### src/rtl/wfpa_ram.sv
// generic single-write, single-read ram with registered read data
module wfpa_ram #(
  parameter int WIDTH = 8,
  parameter int DEPTH = 16
) (
  input  logic                     clk,
  input  logic                     we,
  input  logic [$clog2(DEPTH)-1:0] waddr,
  input  logic [WIDTH-1:0]         wdata,
  input  logic [$clog2(DEPTH)-1:0] raddr,
  output logic [WIDTH-1:0]         rdata
);

  logic [WIDTH-1:0] mem [DEPTH];
  logic [WIDTH-1:0] rdata_r;

  always_ff @(posedge clk) begin
    if (we) begin
      mem[waddr] <= wdata;
    end
    rdata_r <= mem[raddr];
  end

  assign rdata = rdata_r;

endmodule

### config.mk
export PLATFORM = sky130hd
export DESIGN_NAME = wfpa_ram
export DESIGN_NICKNAME = d
export VERILOG_FILES = /design/src/rtl/wfpa_ram.sv
export SDC_FILE = /design/constraint.sdc
export NUM_CORES = 1
export LEC_CHECK = 0
export BUFFER_PORTS_ARGS = -buffer_cell sky130_fd_sc_hd__clkbuf_2
export CAP_MARGIN = 25
export CORE_ASPECT_RATIO = 1.5
export CORE_MARGIN = 10
export CORE_UTILIZATION = 50
export CTS_CLUSTER_SIZE = 30
export DETAILED_ROUTE_END_ITERATION = 6
export PLACE_DENSITY = 0.68
export RECOVER_POWER = 100
export SYNTH_ARGS = -nofsm -noshare
export SYNTH_HDL_FRONTEND = slang
export SYNTH_SLANG_ARGS = --single-unit
### constraint.sdc
create_clock -name clk -period 2.12 [get_ports clk]
set_clock_uncertainty 0.15 [all_clocks]
set_input_delay 0.106 -clock clk [delete_from_list [all_inputs] [get_ports clk]]
set_output_delay 0.106 -clock clk [all_outputs]
set_load 0.01 [all_outputs]
Word-level counts from Yosys, hierarchy flattened
Memory sizes are Yosys's and may differ from the RTL's. A register that Yosys moved wholly into a read port is not among the register bits.
Cells that the tools add are included.

storage, ports and cells
  input port bits = 18
  register bits = 0
  bits in writable memories = 128
  memory bits (read-only) = 0
  bits in latches = 0
  memories kept = 1

memory list
  name  depth  width  read ports  clocked after Yosys merged registers in  wr ports  line  text
  mem   16     8      1           1                                        1         14    logic [WIDTH-1:0] mem [DEPTH];

operators by class
  reduce and logical (&&, ||, !) cells = 0
  shifts and indexed selects = 0
  equality and inequality tests = 0
  div/mod/pow operators = 0
  mux-type cells = 2
  bitwise logic cells = 0
  multipliers = 0
  add/subtract/negate cells = 0
  magnitude comparators = 0

operators by type and width
  operator          count
  1-bit 2-to-1 mux  2

Longest topological paths before layout
Gate-level depths: netlist (run 1).

  depth after elaboration = 2
  gate-level depth with buffers = 5
  mapped depth without buffers = 3

Least setup slack after synthesis (run 1)
Ideal clock, no wire load.

  kind = input to register
  from = input waddr[2]
  to = memory mem[0][0], enable pin
  stages = 2
  arrival = 1.216 ns
  library setup time = 0.383 ns
  required time = 1.587 ns
  buffers on the path = 0
  slack = 0.371 ns
  cell sequence = or3b_2 nor3_1

RTL lines
  what         line  text
  from (decl)  8     input logic [$clog2(DEPTH)-1:0] waddr,
  to (decl)    14

No word-level cell before the write port.

==> results of run 1 <==
-- logic make-up (layout without fill, tap and decap cells) --
logic type | count (synthesis) | after routing | synth area share
DFF | 136 | 136 | 0.7778
and+or+nand+nor | 35 | 35 | 0.03184
muxes | 32 | 32 | 0.1502
AOI/OAI and AO/OA | 16 | 16 | 0.02334
buffers and inverters | 10 | 84 | 0.01677
-- final timing paths --
path	start	to	depth (start not counted)
worst min register to register	mem[8][5]	rdata[5]	3
worst max-delay path	mem[1][0]	rdata[0]	3
worst max register to register	mem[1][0]	rdata[0]	3
worst min-delay path	raddr[2]	rdata[5]	4
-- sequential cells by signal, indices dropped and copies added (netlist names) --
name / count
rdata: 8
mem: 128
-- power groups by stage --
| stage | Sequential, mW | Combinational, mW | Clock (mW) |
|---|---|---|---|
| after floorplan | 3.08 | 0.153 | 0 |
| after global placement | 3.08 | 0.280 | 0 |
| after detailed placement | 3.08 | 0.286 | 0 |
| after CTS | 3.03 | 0.298 | 3.01 |
| after global routing | 3.03 | 0.308 | 3.14 |
| final | 3.03 | 0.280 | 2.97 |
-- timing repair --
item	CTS	global route
setup endpoints to repair	0	0
hold buffers	7	0
hold endpoints to repair	99	0
resized for setup	0	0
-- worst max-delay path: stages (launching register included) --
cell and delay, ns:
sky130_fd_sc_hd__edfxtp_1 0.35, sky130_fd_sc_hd__mux4_1 0.53, sky130_fd_sc_hd__a22oi_1 0.27, sky130_fd_sc_hd__nand2_1 0.11
-- synthesized netlist by cell type (all sizes together) --
cell type | instances | area share
nand3b | 2 | 0.0029
buf | 7 | 0.011
nor2 | 13 | 0.0095
or3b | 1 | 0.0017
clkdlybuf4s25 | 3 | 0.0058
dfxtp | 8 | 0.031
nand2 | 9 | 0.0066
and2b | 1 | 0.0015
nand2b | 2 | 0.0024
a22oi | 16 | 0.023
nor3 | 4 | 0.0039
nand3 | 1 | 0.00097
mux4 | 32 | 0.15
and2 | 1 | 0.0012
edfxtp | 128 | 0.75
nor2b | 1 | 0.0012
-- cell type report --
class / count / share of cell area
flip-flops and latches: 136 / 0.6567
multi-input cells: 83 / 0.1734
clock buffers: 17 / 0.06977
repair buffers: 52 / 0.04638
clock inverters: 15 / 0.02976
well taps: 117 / 0.02401
-- per-layer routing --
metal / global-route usage / part of all wire / routed length [um] / vias to the layer above
met5: 0 / 0 / 0 / -
met4: 0.06980 / 0.019 / 179 / 0
met3: 0.03964 / 0.045 / 434 / 16
met2: 0.2335 / 0.54 / 5181 / 79
met1: 0.1730 / 0.40 / 3856 / 1270
li1: - / - / - / 1093
==> reports/summary.md, run 1 <==
• finished, final reports clean — run status
• 0.6050 — post-route core utilization
• 2 — Bufs on Longest Clock Path
• 0 — GR Overflow Total
• sky130_fd_sc_hd__clkbuf_16 — buffer cell driving the clock tree root
• 0.06 ns — CTS clk-pin slew, worst paths
• 6 — DR pass1 iterations
• 0 — Post-CTS Setup Repair Bufs
• flip-flop — type of element launching the critical path
• 6097 um2 — area of all placed cells without fillers
• 0.1440 — global router's overall resource usage
• 0.07754 ns — hold_ws
• 4004 um2 — FF+latch area
• 2.25 ns — required time at the endpoint of the critical path
• 0.5626 mV — peak supply drop
• 45 — Row Count
• 144.3 um — vertical extent of the die
• 0.1848 — ratio of cells with drive above 1 in the final layout
• 0 — Synthesis Warnings
• false — RSZ-0062 raised after global routing
• 88 — DRT iter0 DRCs
• 102.8 um — width of the chip
• 18.45% — synth-to-layout area growth
• 0.5132 — slew margin rel.
• 0 — Slew Limit Fails
• 136 — number of register bits inferred by synthesis
• 1029 nW/um2 — power density cells
• 0.6515 GHz — Max Clock Freq
• 5.852 — detail-routed via count per cell
• 0 ns — setup TNS
• 0.5107 — Starting Density
• 381 — post-placement cell count
• 420 — count of non-filler cells in the finished layout
• 4 — maximum level of the CTS H-tree
• flip-flop to flip-flop — Crit Path Class
• 229 — cells after synthesis
• 0.045 — share of total power in combinational logic
• 0 — # setup viols final
• 1.201 mW — Sw Pwr
• 247 — syn_nets
• 10080 um2 — floorplan core area
• 0.2751 ns — pre-CTS setup slack
• 0 — DRC violations left
• 0 — initial antenna violation count
• 22.48 um2 — per-instance average area after synthesis
• 0.473 — clock group share of total power
• 26 — top-level port count
• 0.7778 — Seq/Total Area, Yosys
• 22.98 um — post-detailed-route wirelength per cell
• 19 — library cells used by synthesis
• 1.67 ns — Arr. time, crit path
• 1.535 ns — fin crit period
• 6.271 mW — total power
• 33 — pin count of the biggest net entering global routing
• 14840 um2 — Die Area
• 5.070 mW — cell internal pwr
• 0 — Final Hold Vio Count
• 0.1915 — Sw Ratio
• 1 — crit path max fanout
• 17 — Inserted Clock Buffers
• 0 — # Max-Cap Violations
• 0.41 ns — clk_lat worst skew
• 1057 um2 — multi-input gate area in the final layout
• 2458 — total number of vias
• 0.7352 — final weighted congestion of routability-driven global placement
• 2.003 nW — Lkg Pwr
• built — TritonCTS clock tree
• 2640 — vias in the first global route
• 0.7303 ns — worst-margin pin slew
• 0 — antenna-violating nets left
• 15260 um — wire length of the first global-routing pass
• flip-flop — CP endpoint kind
• 136 — clock sinks
• 0.59 ns — setup slack of the most critical reg-to-reg path
• 0 — number of antenna cells inserted
• input pin to flip-flop — min-delay worst type
• 5147 um2 — netlist area before placement
• 9651 um — final WL
• sky130_fd_sc_hd__edfxtp_1 — most frequent standard cell in the layout excluding fill and tap cells
• 308 — net count reported at finish
• 0.7240 — final worst-path cycle share
• 713 — Fillers
• 0.482 — portion of total power attributed to sequential cells
• 5508 um2 — DP Area
• 6348 um — detailed-placement wirelength estimate
• 25 — Buffers on Ports
• 0.5851 ns — worst path setup slack after routing
• sky130_fd_sc_hd__edfxtp_1 (128), sky130_fd_sc_hd__clkbuf_1 (36), sky130_fd_sc_hd__mux4_2 (18), sky130_fd_sc_hd__clkbuf_16 (17), sky130_fd_sc_hd__a22oi_1 (16) — top library cells by usage in the layout, fill and taps aside
(Power assumes the default switching activity.)
==> run 2, diff against run 1 <==
PLACE_DENSITY = 0.71   (was 0.68)
clock period = 1.4 ns   (was 2.12 ns; I/O delays follow)
==> run 2 against run 1 <==
  * The run now ends with setup timing left
  * Via count up 2.1%
  * Worst hold slack improved by 0.013 ns
  * Clock power is 40% higher
  * Fmax increased by 8.0%
  * Total power rose by 47%
  * First-iteration DRC count rose to 2.6 times the previous value
  * Non-clock buffer count up 14
  * Clock-buffer cell count up 10
  * Sequential power increased by 51%
  * Register-to-register slack got worse by 0.61 ns
  * Setup slack lost 0.61 ns
==> reports/summary.md, run 2 (same netlist as run 1, synthesis figures left out) <==
• 0.09101 ns — hold_ws, was 0.07754 ns
• 0.5107 — Starting Density, unchanged
• 4 — DR pass1 iterations, was 6
• 0 — GR Overflow Total, unchanged
• mem[2][0] — launch point of the worst reg-to-reg path, was mem[1][0]
• 1.016 — final worst-path cycle share, was 0.7240
• 0.41 ns — clk_lat worst skew, about the same
• true — RSZ-0062 raised after global routing, was false
• 2.006 nW — Lkg Pwr, was 2.003 nW
• 0.3084 — slew margin rel., was 0.5132
• 0.48 ns — largest stage delay on the critical path, was 0.53 ns
• 1.54 ns — required time at the endpoint of the critical path, was 2.25 ns
• 45 — Row Count, unchanged
• 1.422 ns — fin crit period, was 1.535 ns
• sky130_fd_sc_hd__edfxtp_1 — most frequent standard cell in the layout excluding fill and tap cells, unchanged
• 0 — Post-CTS Setup Repair Bufs, unchanged
• sky130_fd_sc_hd__mux4_2 — Worst path slowest cell, was sky130_fd_sc_hd__mux4_1
• 128 — number of flip-flops in the largest register, unchanged
• 4 — maximum level of the CTS H-tree, unchanged
• 1055 um2 — multi-input gate area in the final layout, was 1057 um2
• finished, violations left — run status, was finished, final reports clean
• 1.005 mV — peak supply drop, was 0.5626 mV
• 229 — DRT iter0 DRCs, was 88
• setup timing — violations in the final reports
• 4004 um2 — FF+latch area, unchanged
• 322 — net count reported at finish, was 308
• 0 — DRC violations left, unchanged
• 18 — pin count of the biggest net entering global routing, was 33
• 0.05 ns — CTS clk-pin slew, worst paths, was 0.06 ns
• 0 — antenna-violating nets left, unchanged
• 719 — Fillers, was 713
• rdata[0] — endpoint of the most critical register-to-register path, unchanged
• 0.7885 — final weighted congestion of routability-driven global placement, was 0.7352
• 1 — crit path max fanout, unchanged
• 17 — Inserted Clock Buffers, unchanged
• -0.02188 ns — worst path setup slack after routing, was 0.5851 ns
• sky130_fd_sc_hd__clkbuf_16 — buffer cell driving the clock tree root, unchanged
• 9.226 mW — total power, was 6.271 mW
• 3 — # setup viols final, was 0
• built — TritonCTS clock tree, unchanged
• mem — Top reg by flops, unchanged
• flip-flop — type of element launching the critical path, unchanged
• 1.034 ns — worst-margin pin slew, was 0.7303 ns
• 26 — top-level port count, unchanged
• input pin to flip-flop — min-delay worst type, unchanged
• 25 — Buffers on Ports, unchanged
• 5.781 — detail-routed via count per cell, was 5.852
• 0 — Slew Limit Fails, unchanged
• 0.7033 GHz — Max Clock Freq, was 0.6515 GHz
• flip-flop — CP endpoint kind, unchanged
• 10190 um — final WL, was 9651 um
• 1500 nW/um2 — power density cells, was 1029 nW/um2
• 1.56 ns — Arr. time, crit path, was 1.67 ns
• 0 — initial antenna violation count, unchanged
• rdata[3] — hold path endpoint, was rdata[5]
• 136 — clock sinks, unchanged
• 23.48 um — post-detailed-route wirelength per cell, was 22.98 um
• 102.8 um — width of the chip, unchanged
• 4 — depth of the worst hold-timing path, unchanged
• 3 — cell count of the worst reg-to-reg path, unchanged
• -0.02 ns — setup slack of the most critical reg-to-reg path, was 0.59 ns
• 10080 um2 — floorplan core area, unchanged
• 144.3 um — vertical extent of the die, unchanged
• mux4_2, a22oi_2, nand2_1 — ordered cell list for the critical path, was mux4_1, a22oi_1, nand2_1
• 2 — Bufs on Longest Clock Path, unchanged
• flip-flop to flip-flop — Crit Path Class, unchanged
• 0.2839 — ratio of cells with drive above 1 in the final layout, was 0.1848
• sky130_fd_sc_hd__edfxtp_1 (128), sky130_fd_sc_hd__clkbuf_1 (43), sky130_fd_sc_hd__mux4_2 (32), sky130_fd_sc_hd__clkbuf_16 (17) — top library cells by usage in the layout, fill and taps aside, was sky130_fd_sc_hd__edfxtp_1 (128), sky130_fd_sc_hd__clkbuf_1 (36), sky130_fd_sc_hd__mux4_2 (18), sky130_fd_sc_hd__clkbuf_16 (17), sky130_fd_sc_hd__a22oi_1 (16)
• 0 — # Max-Cap Violations, unchanged
• 0.1518 — global router's overall resource usage, was 0.1440
• 15850 um — wire length of the first global-routing pass, was 15260 um
• 19.52% — synth-to-layout area growth, was 18.45%
• 0 — Final Hold Vio Count, unchanged
• 2509 — total number of vias, was 2458
• raddr[2] — worst hold start, unchanged
• 2786 — vias in the first global route, was 2640
• 6821 um — detailed-placement wirelength estimate, was 6348 um
• 14840 um2 — Die Area, unchanged
• 0 — number of antenna cells inserted, unchanged
-- run 2: worst max-delay path by stage --
stage	start	end	slack [ns]
finish	mem[2][0]	rdata[0]	-0.02
floorplan	waddr[2]	mem[3][0]	-0.09
global placement	raddr[0]	rdata[0]	-0.22
CTS	mem[2][0]	rdata[0]	-0.03
global route	mem[2][0]	rdata[0]	-0.07
detailed placement	raddr[0]	rdata[0]	-0.28
-- run 2: area by class of cell --
type / count / share of cell area
sequential: 136 / 0.6508
multi-input combinational: 83 / 0.1714
clock buffer: 27 / 0.07850
timing repair buffer: 66 / 0.06325
tap: 117 / 0.02379
clock inverter: 5 / 0.01220
-- run 2: critical path, delay by kind of cell, from the launching register on --
kind            cells  cell delay (ns)
mux                 1             0.48
compound gates      1             0.21
simple gates        1             0.09
flops               1             0.37
-- run 2: through the flow --
stage / cell area [um2] / util / setup WS (ns) / std cells / setup TNS [ns]
floorplan: 5162 / - / -0.08615 / 229 / -2.623
finish: 6152 / 0.6104 / -0.02188 / 434 / -0.03007
global route: 6152 / 0.6104 / -0.06555 / 434 / -0.3223
global placement: 5633 / 0.5589 / -0.2225 / 394 / -3.282
CTS: 6266 / 0.6217 / -0.03114 / 434 / -0.07397
detailed placement: 5633 / 0.5589 / -0.2814 / 394 / -3.726
-- run 2: where the power goes --
group	total (mW)	internal, mW	switching (mW)
combinational	0.474	0.211	0.263
sequential	4.59	4.56	0.0300
clock	4.16	2.71	1.46
total	9.23	7.48	1.75
-- run 2: per-layer routing --
layer | share of wire | track usage | routed length (um)
met2 | 0.55 | 0.2588 | 5643
met1 | 0.38 | 0.1699 | 3846
met4 | 0.018 | 0.06245 | 179
met5 | 0 | 0 | 0
met3 | 0.051 | 0.05014 | 523
-- run 2: repair_timing --
item,in CTS,in global routing
hold endpoints to repair,128,0
pin swaps,8,4
hold buffers,8,0
endpoints found under the setup margin,8,8
gates resized for setup,20,3
