--- src/rtl/wfpa_pkg.sv ---
// shared types, widths and constants of the worst-fit page allocator
package wfpa_pkg;

  localparam int TAG_W   = 16;
  localparam int SIZE_W  = 24;
  localparam int PS_W    = 21;
  localparam int LEN_W   = 36;
  localparam int OUT_W   = 36;
  localparam int PAGES_W = 32;
  localparam int PG_ADD_W = SIZE_W + 1;

  localparam int DEF_MAX_PARTITIONS = 256;
  localparam int DEF_ADDR_BITS      = 36;

  localparam logic [PS_W-1:0] PAGE_SIZE_RESET = PS_W'(4096);

  localparam logic ACT_ALLOC = 1'b0;
  localparam logic ACT_FREE  = 1'b1;

  typedef enum logic [4:0] {
    ST_IDLE,
    ST_SC_RD,
    ST_SC_DT,
    ST_DECIDE,
    ST_DIV_GO,
    ST_DIV_WAIT,
    ST_CHECK,
    ST_GRAB,
    ST_BUILD,
    ST_WRITE,
    ST_MK_RD,
    ST_MK_DT,
    ST_MG_RD0,
    ST_MG_LD,
    ST_MG_RD,
    ST_MG_DT,
    ST_REP,
    ST_OUT
  } state_t;

  typedef enum logic [1:0] {
    BR_SPLIT,
    BR_TAIL,
    BR_APPEND
  } branch_t;

  typedef struct packed {
    logic              start;
    logic [SIZE_W-1:0] dividend;
    logic [PS_W-1:0]   divisor;
  } div_req_t;

  typedef struct packed {
    logic              done;
    logic [SIZE_W-1:0] quo;
    logic [PS_W-1:0]   rem;
  } div_rsp_t;

endpackage

--- src/rtl/wfpa_div.sv ---
// restoring divider, one quotient bit per cycle
module wfpa_div (
  input  logic                clk,
  input  logic                rst_n,
  input  wfpa_pkg::div_req_t  req,
  output wfpa_pkg::div_rsp_t  rsp
);
  import wfpa_pkg::*;

  localparam int CNT_W = $clog2(SIZE_W + 1);

  logic [PS_W-1:0]   rem_r, rem_nxt;
  logic [SIZE_W-1:0] quo_r, quo_nxt;
  logic [PS_W-1:0]   dvs_r, dvs_nxt;
  logic [CNT_W-1:0]  cnt_r, cnt_nxt;
  logic              busy_r, busy_nxt;
  logic              done_r, done_nxt;
  logic [PS_W:0]     trial;
  logic [PS_W:0]     diff;

  always_comb begin
    rem_nxt  = rem_r;
    quo_nxt  = quo_r;
    dvs_nxt  = dvs_r;
    cnt_nxt  = cnt_r;
    busy_nxt = busy_r;
    done_nxt = 1'b0;
    trial    = {rem_r, quo_r[SIZE_W-1]};
    diff     = trial - {1'b0, dvs_r};
    if (req.start) begin
      rem_nxt  = '0;
      quo_nxt  = req.dividend;
      dvs_nxt  = req.divisor;
      cnt_nxt  = CNT_W'(SIZE_W);
      busy_nxt = 1'b1;
    end else if (busy_r) begin
      if (trial >= {1'b0, dvs_r}) begin
        rem_nxt = diff[PS_W-1:0];
        quo_nxt = {quo_r[SIZE_W-2:0], 1'b1};
      end else begin
        rem_nxt = trial[PS_W-1:0];
        quo_nxt = {quo_r[SIZE_W-2:0], 1'b0};
      end
      cnt_nxt = cnt_r - 1'b1;
      if (cnt_r == CNT_W'(1)) begin
        busy_nxt = 1'b0;
        done_nxt = 1'b1;
      end
    end
  end

  always_ff @(posedge clk) begin
    if (!rst_n) begin
      busy_r <= 1'b0;
      done_r <= 1'b0;
    end else begin
      busy_r <= busy_nxt;
      done_r <= done_nxt;
    end
  end

  always_ff @(posedge clk) begin
    rem_r <= rem_nxt;
    quo_r <= quo_nxt;
    dvs_r <= dvs_nxt;
    cnt_r <= cnt_nxt;
  end

  assign rsp.done = done_r;
  assign rsp.quo  = quo_r;
  assign rsp.rem  = rem_r;

endmodule

--- config.mk ---
export PLATFORM = sky130hd
export DESIGN_NAME = wfpa_div
export DESIGN_NICKNAME = d
export VERILOG_FILES = /design/src/rtl/wfpa_pkg.sv /design/src/rtl/wfpa_div.sv
export SDC_FILE = /design/constraint.sdc
export NUM_CORES = 1
export LEC_CHECK = 0
export ABC_CLOCK_PERIOD_IN_PS = 2700
export BUFFER_PORTS_ARGS = -buffer_cell sky130_fd_sc_hd__buf_4
export CAP_MARGIN = 10
export CELL_PAD_IN_SITES_DETAIL_PLACEMENT = 1
export CELL_PAD_IN_SITES_GLOBAL_PLACEMENT = 1
export CORE_ASPECT_RATIO = 0.5
export CORE_UTILIZATION = 38
export DETAILED_ROUTE_END_ITERATION = 8
export MAX_ROUTING_LAYER = met4
export PLACE_DENSITY = 0.75
export SLEW_MARGIN = 20
export SYNTH_ARGS = -nofsm -noshare
export SYNTH_HDL_FRONTEND = slang
export SYNTH_SLANG_ARGS = --single-unit
--- constraint.sdc ---
create_clock -name clk -period 2.7 [get_ports clk]
set_input_delay 0.54 -clock clk [delete_from_list [all_inputs] [get_ports clk]]
set_output_delay 0.54 -clock clk [all_outputs]
set_load 0.03 [all_outputs]
Word-level counts from Yosys, hierarchy flattened
Index checks and enable logic that the tools add are counted.
{ "word_totals": {"reg_bits": 73, "output_inout_bits": 46, "memories": 0, "latch_bits": 0, "inputBits": 48, "rom_bits": 0, "ram_bits": 0, "word_cells": 22} }
{ "op_classes": {"mux": 8, "multipliers": 0, "shifts": 0, "bitwise_logic": 2, "n_div": 0, "n_lt_le_gt_ge": 1, "n_addsub": 2, "reduce_logical": 2, "eq_ne": 1} }
{ "op_table": {"columns": ["operator", "count"], "rows": [
  ["two-way mux 24 bit", 2],
  [">= comparator 22 x 21 -> 1 bit", 1],
  ["two-way mux 21 bit", 1],
  ["subtractor 21 bit", 1],
  ["equality test 5 x 1 -> 1 bit (second input constant)", 1],
  ["two-way mux 1 bit", 5],
  ["subtractor 5 x 1 -> 5 bit (second input constant)", 1],
  ["OR reduction 3 bit", 1],
  ["inverter 1 bit", 2],
  ["nonzero test 2 bit", 1]
]} }

Depth between registers and ports, before layout
Gate-level depths: netlist of the first run.
{ "logic_depth": {"word_depth": 4, "mapped_depth": 12, "depth_no_buf": 11} }

Least setup slack after synthesis of the first run
No wires, ideal clock.
{ "synth_timing": {"kind": "register -> register", "start": "register quo_r[23]", "end": "register quo_r[0], data pin", "period_less_slack_ps": 2894, "setup_ps": 260, "stages_incl_launch_ff": 13, "arrival_ps": 2634, "n_path_buf": 1, "required_time_ps": 2440, "setup_slack_ps": -194, "path_cell_list": "edfxtp_1 -> inv_1 -> ha_1 -> inv_1 -> fa_1 -> a211oi_1 -> o21ai_1 -> nand3_2 -> a211oi_4 -> o31ai_4 -> buf_6 -> nand2_1 -> mux2_2"} }
{ "synth_between": {"elab_chain_cells": 4} }
{ "synth_lines": {"columns": ["element", "line_no", "source"], "rows": [
  ["start, declared", "wfpa_div.sv:13", "logic [SIZE_W-1:0] quo_r, quo_nxt;"],
  ["start signal, assigned", "wfpa_div.sv:64", "quo_r <= quo_nxt;"],
  [">= comparator 22 x 21 -> 1 bit", "wfpa_div.sv:37", "if (trial >= {1'b0, dvs_r}) begin"],
  ["two-way mux 1 bit", "wfpa_div.sv:37", null],
  ["two-way mux 24 bit", "wfpa_div.sv:36", "end else if (busy_r) begin"],
  ["two-way mux 24 bit", "wfpa_div.sv:30", "if (req.start) begin"],
  ["named net quo_nxt[0]", "wfpa_div.sv:13", null]
]} }
The timed path passes the listed nets, and every way through them passes these cells. The select of a mux whose other input is x is not followed.
A chain may end at the register's enable or synchronous reset.

Worst setup path after layout of the first run
{ "layout_timing": {"start": "register quo_r[23]", "end": "register rem_r[1]"} }
{ "layout_between": {"elab_chain_cells": 2, "elab_cells_between_ends": 3, "classes_between": "1 x add/sub; 1 x order compare; 1 x mux"} }
{ "layout_lines": {"columns": ["element", "line_no", "source"], "rows": [
  ["subtractor 21 bit or >= comparator 22 x 21 -> 1 bit (tied branches)", "wfpa_div.sv:29, wfpa_div.sv:37", null],
  ["two-way mux 21 bit *", "wfpa_div.sv:37", null],
  ["end signal, assigned", "wfpa_div.sv:63", "rem_r <= rem_nxt;"],
  ["end, declared", "wfpa_div.sv:12", "logic [PS_W-1:0] rem_r, rem_nxt;"]
]} }
Mark *: on every way between the ends. The rest lies on a longest branch, timed or not.

==> metrics.txt, run 1 <==
final setup violation count=0; crit path capture type=flop; post-route ant nets=0; Final WS setup=0.02701 ns; FMAX=0.3741 GHz; Post-Layout Cell Count=681; placed cell area=5296 um^2; cell taking the most area after synthesis=edfxtp_1; initial DRC count=211; diodes inserted=0; Die W=152.3 um; Clk Latency, worst-skew pair=0.34 ns; Crit Path Class=reg2reg; first-pass GRT wire length=20.87 mm; CP peak stage delay=0.40 ns; leakage power=2.464 nW; failing checks=DRC; Worst EP arrival=2.92 ns; crit start category=flop; syn_area_per_cell=10.32 um^2; DP Wirelength=9.488 mm; max_cap viols=0; placed insts=658; CTS sink cnt=73; DRC viols=1; Final min period=2.673 ns; routability-driven placement congestion ratio=0.8614; worst-case clock buffer depth=2; # rows=26; worst path cell trace=inv_2, ha_4, inv_2, fa_2, a211oi_2, o21ai_1, nand3_2, a211oi_4, o31ai_4, buf_6, buf_6, nand3_2, a311oi_1; asr flop ratio synth=0%; layout cell share with drive strength beyond 1=37.34%; initial core utilization=40.60%; Post-Route WL=12.98 mm; CP bufs+invs=4; critical-path maximum fanout=7; status=finished with violations; port buffer count=93; RSZ-0062 raised after global routing=yes; number of global-route vias before repair=3845; Layout area overhead=32.88%; post-synthesis sequential area ratio=44.54%; Ys Warns=0; initial antenna violation count=0; Worst Path Required=2.95 ns; commonest cells after routing, fill and taps aside=buf_4, edfxtp_1, nor2_1; via count=3778; largest net degree at the start of global routing=29; Yosys cell types=61; layout net count=608; Worst Skew=0.006574 ns; Slew @ Worst Pin=0.6247 ns; Synth top area share=31.48%; number of synthesized register bits=73; Syn Inst Count=416; PwrDens=584.7 nW/um^2; Vias/cell=5.548; EDFF count, synth=45; final hold vios=0; Total GRT Usage=23.76%; # IOs=94; Hold Path Class=in2reg; VDD IR max=0.3102 mV; Slowest-stage cell, CP=edfxtp_1; Final Cell Area=5704 um^2; WL/cell=19.06 um; cts hold-fix bufs=0; drt first pass iters=6; commonest non-fill, non-tap cell in the layout=buf_4; pre-CTS setup slack=-0.005179 ns; CTS Buf Count=9; Synth Flop Type=edfxtp_1; core area=10570 um^2; relative slew slack=58.20%; post-route clock period utilization=99.00%; CTS H-tree depth=3; CTS tree=built; Worst-path clk slew=0.06 ns; Pins Over Slew Limit=0; die area=11750 um^2; Synth Cell Area=4293 um^2; Syn Nets=488; CP delay by family, top=compound AO/OA/AOI/OAI gates; clock root cell=clkbuf_16; die height=77.16 um; GRT overflow=0; synth top area cells=edfxtp_1, dfxtp_1, ha_1
layer usage:
metal	global-route usage (%)	up-vias	part of all wire (%)
met5	-	-	0
met4	5.714	0	0.86
met3	6.953	13	6.5
met2	36.68	100	45
met1	30.59	1875	48
li1	-	1790	-
cell usage after synthesis (4+ instances only):
| cell type | number |
|---|---|
| nand2b_1 | 9 |
| nand3_1 | 13 |
| a211oi_1 | 6 |
| clkbuf_1 | 10 |
| ha_1 | 23 |
| xnor2_1 | 10 |
| inv_1 | 28 |
| o31ai_1 | 7 |
| a311oi_1 | 7 |
| o21ai_0 | 8 |
| xor2_1 | 10 |
| o21ai_1 | 8 |
| nor3_1 | 7 |
| nand4_1 | 8 |
| nor2_1 | 33 |
| nand2_1 | 21 |
| buf_1 | 5 |
| a21oi_1 | 18 |
| a21o_1 | 10 |
| mux2_2 | 24 |
| a31oi_1 | 6 |
| edfxtp_1 | 45 |
| dfxtp_1 | 28 |
| o21a_1 | 6 |
| and3_1 | 4 |
what timing repair did:
action | in CTS | in global routing
resized for setup | 3 | 17
setup buffers | 0 | 7
pin swaps | 0 | 11
setup endpoints to repair | 6 | 20
where the power goes:
group	switching [mW]	internal [mW]	total [mW]
Clock	0.504	0.624	1.13
Combinational	0.487	0.370	0.857
Sequential	0.0620	1.29	1.35
Total	1.05	2.28	3.34
cells by family (layout without fill, tap and decap cells):
group | after synthesis | count (layout) | synth area share, %
buf+inv | 52 | 177 | 5.363
mux | 24 | 24 | 6.296
compound gates | 110 | 110 | 19.50
simple gates | 113 | 113 | 13.06
xor+xnor | 20 | 20 | 4.080
flops | 73 | 73 | 44.54
fa+ha+maj | 24 | 24 | 7.170
sequential cells by signal (all words and copies together) (netlist names):
signal	flops
dvs_r	21
busy_r	1
cnt_r	5
rem_r	21
quo_r	24
done_r	1
stage by stage:
step                utilization (%)  power (mW)  hold slack [ns]  setup TNS (ns)
floorplan                         -       1.875           0.4618               0
global placement              50.09       2.173           0.4829               0
detailed placement            50.09       2.194           0.4817       -0.005179
CTS                           52.80       3.330           0.3618       -0.007061
global route                  53.95       3.473           0.3606         -0.5181
finish                        53.95       3.336           0.3704               0
layout make-up:
type	instances	area (um^2)
fillers	1163	4868
multi-input cells	291	2230
flip-flops and latches	73	1912
repair buffers	133	1010
clock buffers	10	229.0
well taps	140	175.2
inverters	28	105.1
clock inverters	6	43.79
worst paths after layout:
path	cells past startpoint	end	from	slack, ns
min	1	dvs_r[16]$_DFFE_PP_	req[16]	0.37
max	13	rem_r[1]$_SDFFE_PP0P_	quo_r[23]$_DFFE_PP_	0.03
max reg2reg	13	rem_r[1]$_SDFFE_PP0P_	quo_r[23]$_DFFE_PP_	0.03
min reg2reg	2	cnt_r[4]$_SDFFE_PP1P_	cnt_r[4]$_SDFFE_PP1P_	0.50
worst reg2reg max path: cells and delay by family, from the launching register on:
family          cells  cell delay, ns
simple gates        2            0.19
fa+ha+maj           2            0.50
compound gates      5            1.05
flops               1            0.40
buf+inv             4            0.44
(Power assumes the default switching activity.)
==> run 2: changes to the inputs <==
ABC_CLOCK_PERIOD_IN_PS = 3200   (was 2700)
CORE_UTILIZATION = 45   (was 38)
PLACE_DENSITY = 0.84   (was 0.75)
clock period = 3.2 ns   (was 2.7 ns; I/O delays follow)
==> metrics.txt, run 2 (synthesis gave the netlist of run 1 again) <==
number of global-route vias before repair=3717 (-3.3%); Worst Path Required=3.40 ns (+0.45 ns); setup bufs post-CTS=0 (unchanged); Top reg by flops=quo_r; Pins Over Slew Limit=0 (unchanged); FMAX=0.3432 GHz (-8.3%); initial core utilization=47.81% (+7.2 points); Crit Path Class=reg2reg; core area=8979 um^2 (-15%); largest net degree at the start of global routing=38 (+31%); critical-path maximum fanout=12 (+5); Worst-path clk slew=0.06 ns (about the same); crit path capture type=flop; post-route ant nets=0 (unchanged); Largest regs=quo_r (24), dvs_r (21), rem_r (21); Total GRT Usage=26.68% (+2.9 points); die height=71.07 um (-7.9%); # IOs=94 (unchanged); max_cap viols=0 (unchanged); GRT overflow=0 (unchanged); FF-to-FF setup slack=0.29 ns (+0.26 ns); PwrDens=537.0 nW/um^2 (-8.2%); Worst EP arrival=3.11 ns (+0.19 ns); worst-case clock buffer depth=2 (unchanged); leakage power=2.325 nW (-5.6%); clock root cell=clkbuf_16; relative slew slack=58.94% (+0.74 points); routability-driven placement congestion ratio=0.8274 (-3.9%); Die W=140.1 um (-8.0%); Final WS setup=0.2864 ns (+0.2594 ns); final setup violation count=0 (unchanged); Layout area overhead=25.42%; Final min period=2.914 ns (+0.2406 ns); fill count=1006 (-13%); crit start category=flop; CTS H-tree depth=3 (unchanged); setup TNS=0 ns (unchanged); VDD IR max=0.2954 mV (-4.8%); first-pass GRT wire length=19.46 mm (-6.7%); Slew @ Worst Pin=0.6136 ns (-0.01108 ns); CTS Buf Count=9 (unchanged); Worst Setup SP=quo_r[23]$_DFFE_PP_; die area=9958 um^2 (-15%); drt first pass iters=4 (-2); final hold vios=0 (unchanged); status=finished clean; CTS resizes=0 (-3); post-route clock period utilization=91.05% (-7.9 points); Vias/cell=5.789 (+4.3%); number of flip-flops in the largest register=24 (unchanged); layout net count=575 (-5.4%); layout cell share with drive strength beyond 1=30.71% (-6.6 points); Hold Path Class=in2reg; diodes inserted=0 (unchanged); initial antenna violation count=0 (unchanged); CTS sink cnt=73 (unchanged); cts hold-fix bufs=0 (unchanged); commonest cells after routing, fill and taps aside=buf_4, edfxtp_1, nor2_1; CTS tree=built; Critical path destination=rem_r[5]$_SDFFE_PP0P_; R2R cell count=11 (-2); Worst Skew=0.007035 ns (+0.0004604 ns); Post-Route WL=12.11 mm (-6.8%); DP Wirelength=8.752 mm (-7.8%); RSZ-0062 raised after global routing=no; Reg2Reg Launch Point=quo_r[23]$_DFFE_PP_; initial DRC count=208 (-1.4%); # rows=24 (-7.7%); WL/cell=19.37 um (+1.6%); via count=3618 (-4.2%); Clk Latency, worst-skew pair=0.34 ns (about the same); reg2reg end=rem_r[5]$_SDFFE_PP0P_; port buffer count=93 (unchanged); commonest non-fill, non-tap cell in the layout=buf_4; DRC viols=0 (-1); pre-CTS setup slack=0.3069 ns (+0.3120 ns)
## run 2: cell count changes in the layout (fill, tap and decap cells not counted), sizes merged
cell,change
buf,-33
clkinvlp,-2
bufinv,+2
## run 2: cell type report
class	count	area [um^2]	area share [%]
inverter	28	105.1	1.952
clock inverter	6	90.09	1.673
clock buffer	10	229.0	4.253
multi-input combinational	291	2151	39.95
timing repair buffer	100	750.7	13.94
sequential	73	1912	35.51
tap	117	146.4	2.719
## run 2: per-stage QoR
stage	power [mW]	instances	util (%)	hold WS, ns	area, um^2
after floorplan	1.579	416	-	0.4618	4293
after global placement	1.784	609	56.41	0.4806	5065
after detailed placement	1.804	609	56.41	0.5014	5065
after CTS	2.900	625	59.96	0.4699	5384
after global routing	3.004	625	59.96	0.4649	5384
final	2.891	625	59.96	0.4777	5384
## run 2: power breakdown
| part | internal (mW) | switching [mW] |
|---|---|---|
| registers | 1.09 | 0.0526 |
| logic | 0.269 | 0.384 |
| clock network | 0.686 | 0.412 |
| total | 2.04 | 0.849 |
## run 2: routing by layer
metal,GRT usage (%),vias to the layer above,wire (um)
li1,-,1721,-
met1,34.31,1781,5627
met2,41.56,106,5453
met3,8.328,10,937
met5,-,-,0
met4,5.372,0,87
## run 2: critical path, stage by stage (launching register included)
cell	delay, ns
edfxtp_1	0.38
inv_1	0.10
ha_1	0.17
inv_1	0.06
fa_1	0.41
a211oi_1	0.31
o21ai_1	0.13
nand3_2	0.12
a211oi_4	0.08
o31a_2	0.48
nor2_2	0.36
o311ai_1	0.16
## run 2: worst min-delay path by stage
stage	from	to	slack, ns	depth (start not counted)
after floorplan	cnt_r[4]$_SDFFE_PP1P_	cnt_r[4]$_SDFFE_PP1P_	0.46	2
after CTS	req[0]	dvs_r[0]$_DFFE_PP_	0.47	1
after global routing	req[0]	dvs_r[0]$_DFFE_PP_	0.46	1
after global placement	cnt_r[4]$_SDFFE_PP1P_	cnt_r[4]$_SDFFE_PP1P_	0.48	2
after detailed placement	cnt_r[1]$_SDFFE_PP0P_	cnt_r[1]$_SDFFE_PP0P_	0.50	2
final	req[0]	dvs_r[0]$_DFFE_PP_	0.48	1
